## config.mk

```make
export PLATFORM = sky130hd
export DESIGN_NAME = bfdo_front
export DESIGN_NICKNAME = d
export VERILOG_FILES = /design/src/hdl/bfdo_pkg.sv /design/src/hdl/bfdo_front.sv
export SDC_FILE = /design/constraint.sdc
export NUM_CORES = 1
export LEC_CHECK = 0
export ABC_AREA = 1
export BUFFER_PORTS_ARGS = -buffer_cell sky130_fd_sc_hd__buf_2
export CAP_MARGIN = 25
export CORE_MARGIN = 2
export CORE_UTILIZATION = 36
export CTS_CLUSTER_DIAMETER = 40
export CTS_CLUSTER_SIZE = 8
export DETAILED_ROUTE_END_ITERATION = 16
export HOLD_SLACK_MARGIN = 0.15
export PLACE_DENSITY = 0.72
export REMOVE_ABC_BUFFERS = 1
export SLEW_MARGIN = 20
export SYNTH_ARGS = -nofsm -noshare
export SYNTH_HDL_FRONTEND = slang
export SYNTH_SLANG_ARGS = --single-unit
export TNS_END_PERCENT = 20
```

## constraint.sdc

```tcl
create_clock -name clk -period 1.45 [get_ports clk]
set_input_delay 0.29 -clock clk [delete_from_list [all_inputs] [get_ports clk]]
set_output_delay 0.29 -clock clk [all_outputs]
set_load 0.02 [all_outputs]
```

## src/hdl/bfdo_pkg.sv

```systemverilog
// Shared types and constants for the voice byte FIFO with sample reader.
package bfdo_pkg;

	localparam int BUFFER_BYTES     = 4096;
	localparam int ADDR_W           = $clog2(BUFFER_BYTES);
	localparam int FILL_W           = 13;
	localparam int MAX_READ_SAMPLES = 64;
	localparam int CNT_W            = 7;
	localparam int QDEPTH           = 4;
	localparam int QPTR_W           = $clog2(QDEPTH);
	localparam int QCNT_W           = QPTR_W + 1;

	localparam logic ACT_WRITE    = 1'b0;
	localparam logic ACT_READ     = 1'b1;
	localparam logic STATUS_OK    = 1'b0;
	localparam logic STATUS_SHORT = 1'b1;

	typedef enum logic [0:0] {
		CMD_WRITE,
		CMD_READ
	} cmd_kind_t;

	typedef struct packed {
		cmd_kind_t          kind;
		logic [7:0]         data;
		logic [CNT_W-1:0]   count;
	} cmd_t;

	typedef enum logic [0:0] {
		ST_IDLE,
		ST_READ
	} bfdo_state_t;

endpackage

```

## src/hdl/bfdo_front.sv

```systemverilog
// Front stage: accept transfers, drop ignored items, saturate the sample count.
module bfdo_front (
	input  logic                       clk,
	input  logic                       arst_n,
	input  logic                       in_valid,
	output logic                       in_stall,
	input  logic                       action,
	input  logic [7:0]                 data_byte,
	input  logic                       frame_is_voice,
	input  logic                       frame_last,
	input  logic [bfdo_pkg::CNT_W-1:0] sample_count,
	output logic                       push_valid,
	output bfdo_pkg::cmd_t             push_cmd,
	input  logic                       q_full
);
	import bfdo_pkg::*;

	logic             valid_s1;
	cmd_t             cmd_s1;
	logic             accept;
	logic             push;
	logic             keep;
	logic             frame_end;
	cmd_t             cmd_in;

	assign frame_end = frame_last;
	assign push      = valid_s1 && !q_full;
	assign in_stall  = valid_s1 && q_full;
	assign accept    = in_valid && !in_stall;

	always_comb begin
		cmd_in.kind  = (action == ACT_READ) ? CMD_READ : CMD_WRITE;
		cmd_in.data  = data_byte;
		cmd_in.count = (sample_count > CNT_W'(MAX_READ_SAMPLES)) ?
			CNT_W'(MAX_READ_SAMPLES) : sample_count;
		if (action == ACT_READ) begin
			keep = (sample_count != '0);
		end else begin
			keep = frame_is_voice || (frame_end && 1'b0);
		end
	end

	always_ff @(posedge clk or negedge arst_n) begin
		if (!arst_n) begin
			valid_s1 <= 1'b0;
		end else if (accept) begin
			valid_s1 <= keep;
		end else if (push) begin
			valid_s1 <= 1'b0;
		end
	end

	always_ff @(posedge clk) begin
		if (accept) begin
			cmd_s1 <= cmd_in;
		end
	end

	assign push_valid = push;
	assign push_cmd   = cmd_s1;

endmodule

```

==> out/qor.yml <==
status:
  status: "complete, no violations"
route:
  detail_route.wl_per_cell_um: 9.569
  drtAntennaViolNets: 0
  drc: 0
  wirelength_um: 1043
  vias_per_cell: 4.284
  first_pass_iters: 1
  drt_iter0_markers: 0
  vias: 467
power:
  ir_worst_vdd_v: 0.0004164
  power_mw: 0.9516
  p_leak_nw: 0.4439
  power.density_nw_per_um2: 1068
worst_setup_path:
  cpLargestDelayFamily: "flip-flops"
  end_kind: "output port"
  cp.buffers_inverters: 2
  start_kind: "flip-flop"
  timing.rr.end: "push_cmd[8]"
  reg2regPathDepth: 4
  cp-startpoint: "valid_s1"
  critPathCapture: "in_stall"
  crit_arrival_ps: 940
  crit_cells: 3
  regToRegSetupSlack_ps: 320
  reg2reg_from: "valid_s1"
  worst_path_largest_cell_delay_ps: 380
  cp_max_fo: 2
  worstSetupPathType: "flip-flop to output port"
  required_ps: 1160
  cp_slowest_cell: "dfrtp_1"
  cp_cell_sequence: "nand2_1, inv_1, buf_2"
synth:
  ys_seq_area_frac: 0.7906
  synth_area_per_cell_um2: 13.05
  yosysMostFrequentCell: "edfxtp_1"
  yosys.area.top_type: "edfxtp_1"
  syn_inst: 49
  synth_seq_cells: 17
  syn_area_um2: 639.4
  yosysTopAreaCellShare: 0.7515
  ys_dominant_reg_cell: "edfxtp_1"
  ys_async_sr_fraction: 0.05882
  synth_common_cells: "edfxtp_1, inv_1, nor2_1"
  synth.distinct_cells: 10
  ys_warn_count: 0
  synth_edf_count: 16
  synth_area_leaders: "edfxtp_1, inv_1, nor2_1"
global_routing:
  grt_pass1_wl_um: 1545
  antenna_found_initial: 0
  grt_overflow: 0
  grt_usage: 0.1023
  grt_max_degree: 17
  grt_pass1_vias: 380
final_layout:
  nets: 115
  area_delta_synth_final_pct: 39.33
  filler_cell_count: 148
  drive_gt1_frac: 0.5109
  fin_area_um2: 890.9
  post-route-util: 0.5274
  final_cells: 109
  antenna_cells: 0
clock_tree:
  tritoncts: "done"
  numCtsBuffers: 3
  clk_path_buf_depth: 2
  clk_latency_ps: 270
  cts-root-buf: "clkbuf_4"
  cts_num_sinks: 17
  clk_pin_slew_ps: 80
  postCtsSetupRepairBufs: 0
  h-tree-depth: 1
floorplan:
  num_rows: 15
  die_area_um2: 2129
  die_h_um: 46.14
  initial_utilization: 0.3785
  core_area_um2: 1689
  die_w_um: 46.14
  ios: 40
sta:
  maxSlewViolCount: 0
  holdWs_ps: 184.0
  hold_viol: 0
  setup_slack_ps: 224.1
  min_period_ps: 1226
  fin_tns_setup_ps: 0
  rsz0062_at_grt: "false"
  max_freq_mhz: 815.7
  slew_headroom: 0.8647
  setup_violations: 0
  clock_skew_ps: 1.714
  max_slew.worst_pin.slew_ps: 202.9
  timing.final.crit_share: 0.8455
placed_design:
  place_congestion: 0.6899
  place_area_um2: 854.6
  dp_cells: 104
  port_buffers: 38
  dp_hpwl_um: 839.7
  dp_slack_ps: 294.1
worst_hold_path:
  hold_class: "input pin to flip-flop"
run:
  max_cap_viol_count: 0
-- worst min path at each step --
| stage | from | endpoint | slack [ps] | depth (start not counted) |
|---|---|---|---|---|
| final | data_byte[5] | push_cmd[12] | 180 | 1 |
| after global routing | data_byte[5] | push_cmd[12] | 170 | 1 |
| after CTS | data_byte[2] | push_cmd[9] | 170 | 1 |
| after detailed placement | arst_n | valid_s1 | 70 | 1 |
| after global placement | arst_n | valid_s1 | 70 | 1 |
| after floorplan | arst_n | valid_s1 | -6 | 0 |
-- power breakdown --
group,switching [mW],internal [mW]
clock,0.123,0.107
sequential,0.00651,0.573
combinational,0.0885,0.0536
total,0.218,0.733
-- flip-flops by register name (all words and copies together), names as in the netlist --
name	count
valid_s1	1
push_cmd	16
-- kinds of logic (layout without fill, tap and decap cells) --
| logic type | after synthesis | in the layout | share of synthesized area |
|---|---|---|---|
| flip-flops | 17 | 17 | 0.7906 |
| AND/OR/NAND/NOR | 20 | 20 | 0.1389 |
| buffers and inverters | 12 | 55 | 0.07045 |
-- area by class of cell --
cell class / instances / area [um2] / area share
inverter: 11 / 41.29 / 0.04635
sequential: 17 / 505.5 / 0.5674
timing repair buffer: 40 / 207.7 / 0.2331
multi-input combinational: 20 / 88.84 / 0.09972
tap: 17 / 21.27 / 0.02388
clock buffer: 4 / 26.28 / 0.02949
-- layout by cell type, fill, tap and decap left out, drive strengths merged --
master        n
edfxtp       16
buf          39
nand2         4
dfrtp         1
inv          11
nand3         1
dlygate4sd3   1
clkbuf        4
nand4         1
nor2         14
-- routing by layer --
layer	track usage	vias to the layer above	routed length, um
li1	-	240	-
met1	0.1285	196	441
met2	0.1556	29	460
met3	0.02353	2	123
met4	0.06857	0	18
met5	0	-	0
-- what timing repair did --
item / in CTS / in global routing
endpoints found under the hold margin: 1 / 0
gates resized for setup: 0 / 0
hold buffers: 1 / 0
Power figures use the tool's default switching activity.
