--- src/hdl/bfdo_pkg.sv ---
// Shared types and constants for the voice byte FIFO with sample reader.
package bfdo_pkg;

	localparam int BUFFER_BYTES     = 4096;
	localparam int ADDR_W           = $clog2(BUFFER_BYTES);
	localparam int FILL_W           = 13;
	localparam int MAX_READ_SAMPLES = 64;
	localparam int CNT_W            = 7;
	localparam int QDEPTH           = 4;
	localparam int QPTR_W           = $clog2(QDEPTH);
	localparam int QCNT_W           = QPTR_W + 1;

	localparam logic ACT_WRITE    = 1'b0;
	localparam logic ACT_READ     = 1'b1;
	localparam logic STATUS_OK    = 1'b0;
	localparam logic STATUS_SHORT = 1'b1;

	typedef enum logic [0:0] {
		CMD_WRITE,
		CMD_READ
	} cmd_kind_t;

	typedef struct packed {
		cmd_kind_t          kind;
		logic [7:0]         data;
		logic [CNT_W-1:0]   count;
	} cmd_t;

	typedef enum logic [0:0] {
		ST_IDLE,
		ST_READ
	} bfdo_state_t;

endpackage

--- src/hdl/bfdo_cmd_fifo.sv ---
// Short command queue between the front and back stages.
module bfdo_cmd_fifo (
	input  logic           clk,
	input  logic           arst_n,
	input  logic           push_valid,
	input  bfdo_pkg::cmd_t push_cmd,
	output logic           full,
	input  logic           pop,
	output logic           pop_valid,
	output bfdo_pkg::cmd_t pop_cmd
);
	import bfdo_pkg::*;

	cmd_t              slot_q [QDEPTH];
	logic [QPTR_W-1:0] wr_ptr_q;
	logic [QPTR_W-1:0] rd_ptr_q;
	logic [QCNT_W-1:0] count_q;
	logic              do_push;
	logic              do_pop;

	assign full      = (count_q == QCNT_W'(QDEPTH));
	assign pop_valid = (count_q != '0);
	assign pop_cmd   = slot_q[rd_ptr_q];
	assign do_push   = push_valid && !full;
	assign do_pop    = pop && pop_valid;

	always_ff @(posedge clk or negedge arst_n) begin
		if (!arst_n) begin
			wr_ptr_q <= '0;
			rd_ptr_q <= '0;
			count_q  <= '0;
		end else begin
			if (do_push) begin
				wr_ptr_q <= wr_ptr_q + QPTR_W'(1);
			end
			if (do_pop) begin
				rd_ptr_q <= rd_ptr_q + QPTR_W'(1);
			end
			if (do_push && !do_pop) begin
				count_q <= count_q + QCNT_W'(1);
			end else if (do_pop && !do_push) begin
				count_q <= count_q - QCNT_W'(1);
			end
		end
	end

	always_ff @(posedge clk) begin
		if (do_push) begin
			slot_q[wr_ptr_q] <= push_cmd;
		end
	end

endmodule

--- config.mk ---
export PLATFORM = sky130hd
export DESIGN_NAME = bfdo_cmd_fifo
export DESIGN_NICKNAME = d
export VERILOG_FILES = /design/src/hdl/bfdo_pkg.sv /design/src/hdl/bfdo_cmd_fifo.sv
export SDC_FILE = /design/constraint.sdc
export NUM_CORES = 1
export LEC_CHECK = 0
export BUFFER_PORTS_ARGS = -buffer_cell sky130_fd_sc_hd__buf_2
export CAP_MARGIN = 20
export CORE_MARGIN = 2
export CORE_UTILIZATION = 50
export DETAILED_ROUTE_END_ITERATION = 10
export PLACE_DENSITY = 0.71
export SETUP_SLACK_MARGIN = 0.1
export SYNTH_ARGS = -nofsm -noshare
export SYNTH_HDL_FRONTEND = slang
export SYNTH_SLANG_ARGS = --single-unit
export TNS_END_PERCENT = 1
--- constraint.sdc ---
create_clock -name clk -period 3 [get_ports clk]
set_input_delay 0.15 -clock clk [delete_from_list [all_inputs] [get_ports clk]]
set_output_delay 0.15 -clock clk [all_outputs]
set_load 0.01 [all_outputs]
==> impl_metrics.toml, run 1 <==
[outcome]
status = "finished, final reports clean"

[critical_path]
worstPathRequired_ps = 3250
crit_type = "reg -> reg"
crit_buf_inv = 1
slowest_stage = "dfrtp_1"
cp.arrival_ps = 2450
start_kind = "flip-flop"
cpMostUsedCell = "xor2_1"
end_kind = "flip-flop"
critPathTopFamily = "simple AND/OR/NAND/NOR gates"
cp_cell_sequence = "or3_4 -> nand2_1 -> ha_1 -> inv_1 -> fa_1 -> xor2_1 -> nor2_1 -> xor2_1"
crit_fanout = 4
cp_slowest_stage_delay_ps = 460

[clock_network]
cts_buffers = 9
cts.sinks = 71
clkTransAtPathRegs_ps = 70
tritoncts = "yes"
htree_levels = 3
cts_resized = 0
cts_root_buffer = "clkbuf_8"
insertion_delay_ps = 330
cts_max_path_buffers = 2

[finish]
layout.nets = 190
synthToLayoutAreaGrowth_pct = 15.7
diodes = 0
stdcell_area_mm2 = 0.00323
drive_gt1_share_pct = 40.8

[synthesis]
synth.area.top_cells = "edfxtp_1 (69%), mux4_1 (7.5%), mux4_2 (6.4%)"
ys.flop_type = "edfxtp_1"
synth_top_cell_by_area = "edfxtp_1"
syn_area_per_cell_um2 = 23.5
seq_area_frac_synth_pct = 75.1
synth_common_cells = "edfxtp_1 (64), mux4_1 (8), mux4_2 (8)"
synth_area_mm2 = 0.00279
yosysUniqueCellTypes = 21
synth_edf_count = 64
yosys_warnings = 0
syn_inst = 119
asyncSetResetFlopFracSynth_pct = 9.86
synth_nets = 145
synth.top_cell.area_share_pct = 68.8
yosysMostFrequentCell = "edfxtp_1"
ys_ff_latch = 71

[route]
vias_per_cell = 5.39
dr.pass1.iters = 4
vias = 1299
wl_per_cell_um = 19.0
ant_nets = 0
drt-initial-drc-count = 84
drc_errors = 0
wl_um = 4590

[grt]
grt_pass1_vias = 1386
grt.met1_usage_pct = 17.7
antenna_found_initial = 0
track_usage_pct = 16.2
grt-ovfl-total = 0
grt_start_max_net_pins = 18
use_met2_pct = 28.6
met3_usage_pct = 3.41
top_usage_layer = "met2"
grt_first_pass_wirelength_um = 6980

[sta]
holdWs_ps = 35.4
tns_ps = 0
setup_violations = 0
worst_pin_slew_ps = 769
finalCritPeriodShare_pct = 73.3
slew_headroom_pct = 48.8
max_freq_mhz = 454
period_minus_slack_ps = 2200
rsz0062_at_grt = "no"
fin_skew_ps = 6.28
finalHoldViolCount = 0
setup_slack_ps = 800
final-max-slew-violation-count = 0

[place]
dp_worst_setup_slack_ps = 813
port-buffer-count = 37
dpl_cell_area_mm2 = 0.00302
dp_hpwl_um = 2880
gp_congestion = 0.752

[job]
timing.max_cap.violations = 0

[die]
rows = 27
fp.dieW_um = 78.8
die_area_mm2 = 0.00620
io_pins = 38
coreArea_mm2 = 0.00544
die_h_um = 78.8
start_util_pct = 51.4

[worst_hold_path]
holdCritPathClass = "in -> reg"

[power]
p_leak_uw = 0.00118
p_total_uw = 3120
vdd_ir_drop_max_uv = 532
cellPowerDensity_mw_per_mm2 = 966
==> layout by cell type, fill, tap and decap left out <==
master / synthesis / final
clkbuf_8: 0 / 11
xnor2_1: 4 / 4
nand3_1: 1 / 1
buf_2: 2 / 37
mux4_2: 8 / 8
mux2_2: 1 / 1
mux4_1: 8 / 8
buf_4: 0 / 1
mux2_4: 1 / 1
inv_1: 3 / 3
clkbuf_1: 0 / 1
dlygate4sd3_1: 0 / 1
edfxtp_1: 64 / 64
clkinv_1: 0 / 1
bufinv_16: 0 / 1
and2_2: 4 / 4
clkinv_2: 0 / 2
nor2b_2: 1 / 1
fa_1: 1 / 1
nand2_1: 1 / 1
ha_1: 5 / 5
nor3b_4: 1 / 1
xor2_1: 2 / 2
dfrtp_1: 7 / 7
or3_4: 1 / 1
nor2_1: 1 / 1
==> cell families after synthesis <==
family	synth area share, %
XOR/XNOR	1.88
adder cells (fa/ha/maj)	2.96
buffers and inverters	2.28
flip-flops	75.1
multiplexers	14.9
AND/OR/NAND/NOR	2.91
==> routing by layer <==
metal,vias up,wire length [µm]
met5,-,0
met4,0,46
met3,5,221
met2,35,2580
met1,684,1740
li1,575,-
==> registers in the layout, indices dropped and copies added, names as in the netlist <==
signal and count:
count_q 3, rd_ptr_q 2, slot_q 64, wr_ptr_q 2
==> path summary, 6_finish.rpt <==
path / start / to / slack, ps / depth (start not counted)
setup / recovery: count_q[0] / count_q[2] / 800 / 8
hold / removal: push_cmd[2] / slot_q[1][2] / 40 / 1
setup reg to reg: count_q[0] / count_q[2] / 800 / 8
hold reg to reg: count_q[2] / count_q[2] / 520 / 1
max in group asynchronous: arst_n / wr_ptr_q[1] / 2660 / 2
min in group asynchronous: arst_n / count_q[2] / 180 / 2
==> timing repair <==
item / 4_1_cts / 5_1_grt
buffers inserted: 0 / 0
hold buffers: 1 / 0
endpoints found under the hold margin: 7 / 0
==> through the flow <==
stage / std cells / utilization (%)
floorplan: 119 / -
global placement: 224 / 55.6
global route: 241 / 59.4
detailed placement: 224 / 55.6
finish: 241 / 59.4
CTS: 241 / 59.4
==> layout make-up <==
| cell class | count | area, µm² |
|---|---|---|
| timing repair buffer | 39 | 203 |
| multi-input combinational | 40 | 633 |
| fill | 398 | 2210 |
| sequential | 71 | 2100 |
| inverter | 3 | 11.3 |
| clock buffer | 12 | 155 |
| clock inverter | 4 | 43.8 |
| tap | 72 | 90.1 |
==> where the power goes <==
part | switching [µW] | internal (µW) | total, µW
Clock | 324 | 424 | 749
Combinational | 424 | 463 | 887
Sequential | 165 | 1320 | 1490
Total | 914 | 2210 | 3120
Note: power is estimated with default switching activity, not from simulation.
==> run 2: changes to the inputs <==
--- a/config.mk
+++ b/config.mk
@@ -10,7 +10,7 @@
 export CORE_MARGIN = 2
 export CORE_UTILIZATION = 50
 export DETAILED_ROUTE_END_ITERATION = 10
-export PLACE_DENSITY = 0.71
+export PLACE_DENSITY = 0.74
 export SETUP_SLACK_MARGIN = 0.1
 export SYNTH_ARGS = -nofsm -noshare
 export SYNTH_HDL_FRONTEND = slang
==> constraint.sdc (replaced) <==
create_clock -name clk -period 1.8 [get_ports clk]
set_input_delay 0.09 -clock clk [delete_from_list [all_inputs] [get_ports clk]]
set_output_delay 0.09 -clock clk [all_outputs]
set_load 0.01 [all_outputs]
==> run 2 against run 1 <==
The flow now finishes with violations (negative setup slack). Total power up 87%. Non-clock buffer count up 33. Combinational power rose to 2.6 times the previous value. Clock power is 56% higher. Register-to-register slack lost 900 ps. Cell count rose by 14%. Die area stayed put. Hold slack gained 63 ps. Via count up 5.9%. Global-route usage is 1.1 points higher. Cell area up 12%. Fmax up 16%.
==> impl_metrics.toml, run 2 (synthesis results as in run 1) <==
[route]
wl_per_cell_um = 17.3
dr.pass1.iters = 6
wl_um = 4750
drt-initial-drc-count = 126
drc_errors = 0
vias = 1375
ant_nets = 0
vias_per_cell = 5.02

[finish]
diodes = 0
layout_top_registers = "slot_q: 64 flops, count_q: 3 flops"
largest_reg_flops = 64
largest_register = "slot_q"
finish.utilization_pct = 66.8
layout.nets = 223
final_common_cell = "edfxtp_1"
drive_gt1_share_pct = 49.5
synthToLayoutAreaGrowth_pct = 30.0
final_cell_mix = "edfxtp_1 (64), buf_2 (21), dlygate4sd3_1 (17)"
stdcell_area_mm2 = 0.00363

[sta]
finalHoldViolCount = 0
final-max-slew-violation-count = 0
finalCritPeriodShare_pct = 106
slew_headroom_pct = 86.4
rsz0062_at_grt = "yes"
period_minus_slack_ps = 1900
setup_slack_ps = -101
max_freq_mhz = 526
worst_pin_slew_ps = 203
fin_skew_ps = 11.4
setup_violations = 2

[clock_network]
tritoncts = "yes"
insertion_delay_ps = 340
clkTransAtPathRegs_ps = 70
cts_buffers = 9
htree_levels = 3
cts_max_path_buffers = 2
cts.sinks = 71
cts_root_buffer = "clkbuf_8"

[place]
dp_hpwl_um = 3200
port-buffer-count = 37
dp_worst_setup_slack_ps = -100
dpl_cell_area_mm2 = 0.00320
gp_congestion = 0.725

[power]
vdd_ir_drop_max_uv = 870
p_leak_uw = 0.00133
p_total_uw = 5840
cellPowerDensity_mw_per_mm2 = 1610

[grt]
grt_pass1_vias = 1551
grt_start_max_net_pins = 17
grt-ovfl-total = 0
track_usage_pct = 17.3
antenna_found_initial = 0
grt_first_pass_wirelength_um = 7750

[critical_path]
cp_cell_sequence = "or3_4 -> nand2_4 -> ha_4 -> inv_2 -> fa_2 -> xor2_2 -> nor2_1 -> xor2_1"
crit_fanout = 3
slowest_stage = "or3_4"
start_kind = "flip-flop"
crit_type = "reg -> reg"
cp_slowest_stage_delay_ps = 420
end_kind = "flip-flop"
cp.arrival_ps = 2160
worstPathRequired_ps = 2060

[die]
start_util_pct = 51.4
die_h_um = 78.8
die_area_mm2 = 0.00620
io_pins = 38
fp.dieW_um = 78.8
rows = 27
coreArea_mm2 = 0.00544

[job]
timing.max_cap.violations = 0

[outcome]
status = "finished, violations left"
violations = "negative setup slack"

[worst_hold_path]
holdCritPathClass = "in -> reg"
-- run 2: cell count changes in the layout (fill, tap and decap cells not counted), moves of 2 or more --
cell / change
mux4_1: -8
clkbuf_8: -2
dfrtp_2: +2
buf_4: +15
dlygate4sd3_1: +16
buf_2: -16
dfrtp_1: -2
buf_12: +2
mux4_2: +8
clkbuf_1: +2
buf_6: +16
-- run 2: layout make-up --
| type | instances | area [µm²] |
|---|---|---|
| Sequential cell | 71 | 2100 |
| Fill cell | 361 | 1810 |
| Multi-Input combinational cell | 40 | 634 |
| Timing Repair Buffer | 72 | 616 |
| Clock buffer | 12 | 135 |
| Tap cell | 72 | 90.1 |
| Clock inverter | 4 | 47.5 |
| Inverter | 3 | 11.3 |
-- run 2: worst max-delay path, delay by kind of cell (launching register included) --
family | cells | cell delay (ps)
simple gates | 3 | 610
fa+ha+maj | 2 | 490
flops | 1 | 410
buf+inv | 1 | 30
xor+xnor | 2 | 290
-- run 2: per-stage QoR --
step,hold WS [ps],setup TNS [ps],cells
3_5_place_dp,-65.8,-182,241
3_3_place_gp,-72.0,0,241
4_1_cts,74.9,-199,274
5_1_grt,105,-289,274
6_report,98.4,-180,274
2_1_floorplan,-206,-144,119
-- run 2: power by group --
part,leakage [µW],internal (µW),switching (µW)
clock,0.0000904,637,529
combinational,0.000577,1330,990
sequential,0.000666,2210,144
-- run 2: path summary, 6_finish.rpt --
check	from	end	slack, ps	depth (start not counted)
worst max-delay path	count_q[2]	count_q[2]	-100	8
worst min-delay path	pop	rd_ptr_q[1]	100	3
worst max register to register	count_q[2]	count_q[2]	-100	8
worst min register to register	rd_ptr_q[0]	rd_ptr_q[0]	520	1
max in group asynchronous	arst_n	rd_ptr_q[0]	1510	2
min in group asynchronous	arst_n	wr_ptr_q[1]	110	2
-- run 2: what timing repair did --
action,CTS,global route
pin swaps,1,1
resized for setup,24,3
endpoints found under the hold margin,71,0
hold buffers,17,0
buffers inserted,0,0
endpoints found under the setup margin,26,30
-- run 2: layer usage --
layer / part of all wire [%] / GRT usage [%] / up-vias
met2: 52 / 28.5 / 30
met5: 0 / 0 / -
li1: - / - / 632
met1: 42 / 21.1 / 708
met3: 4.4 / 4.32 / 5
met4: 1.1 / 9.47 / 0
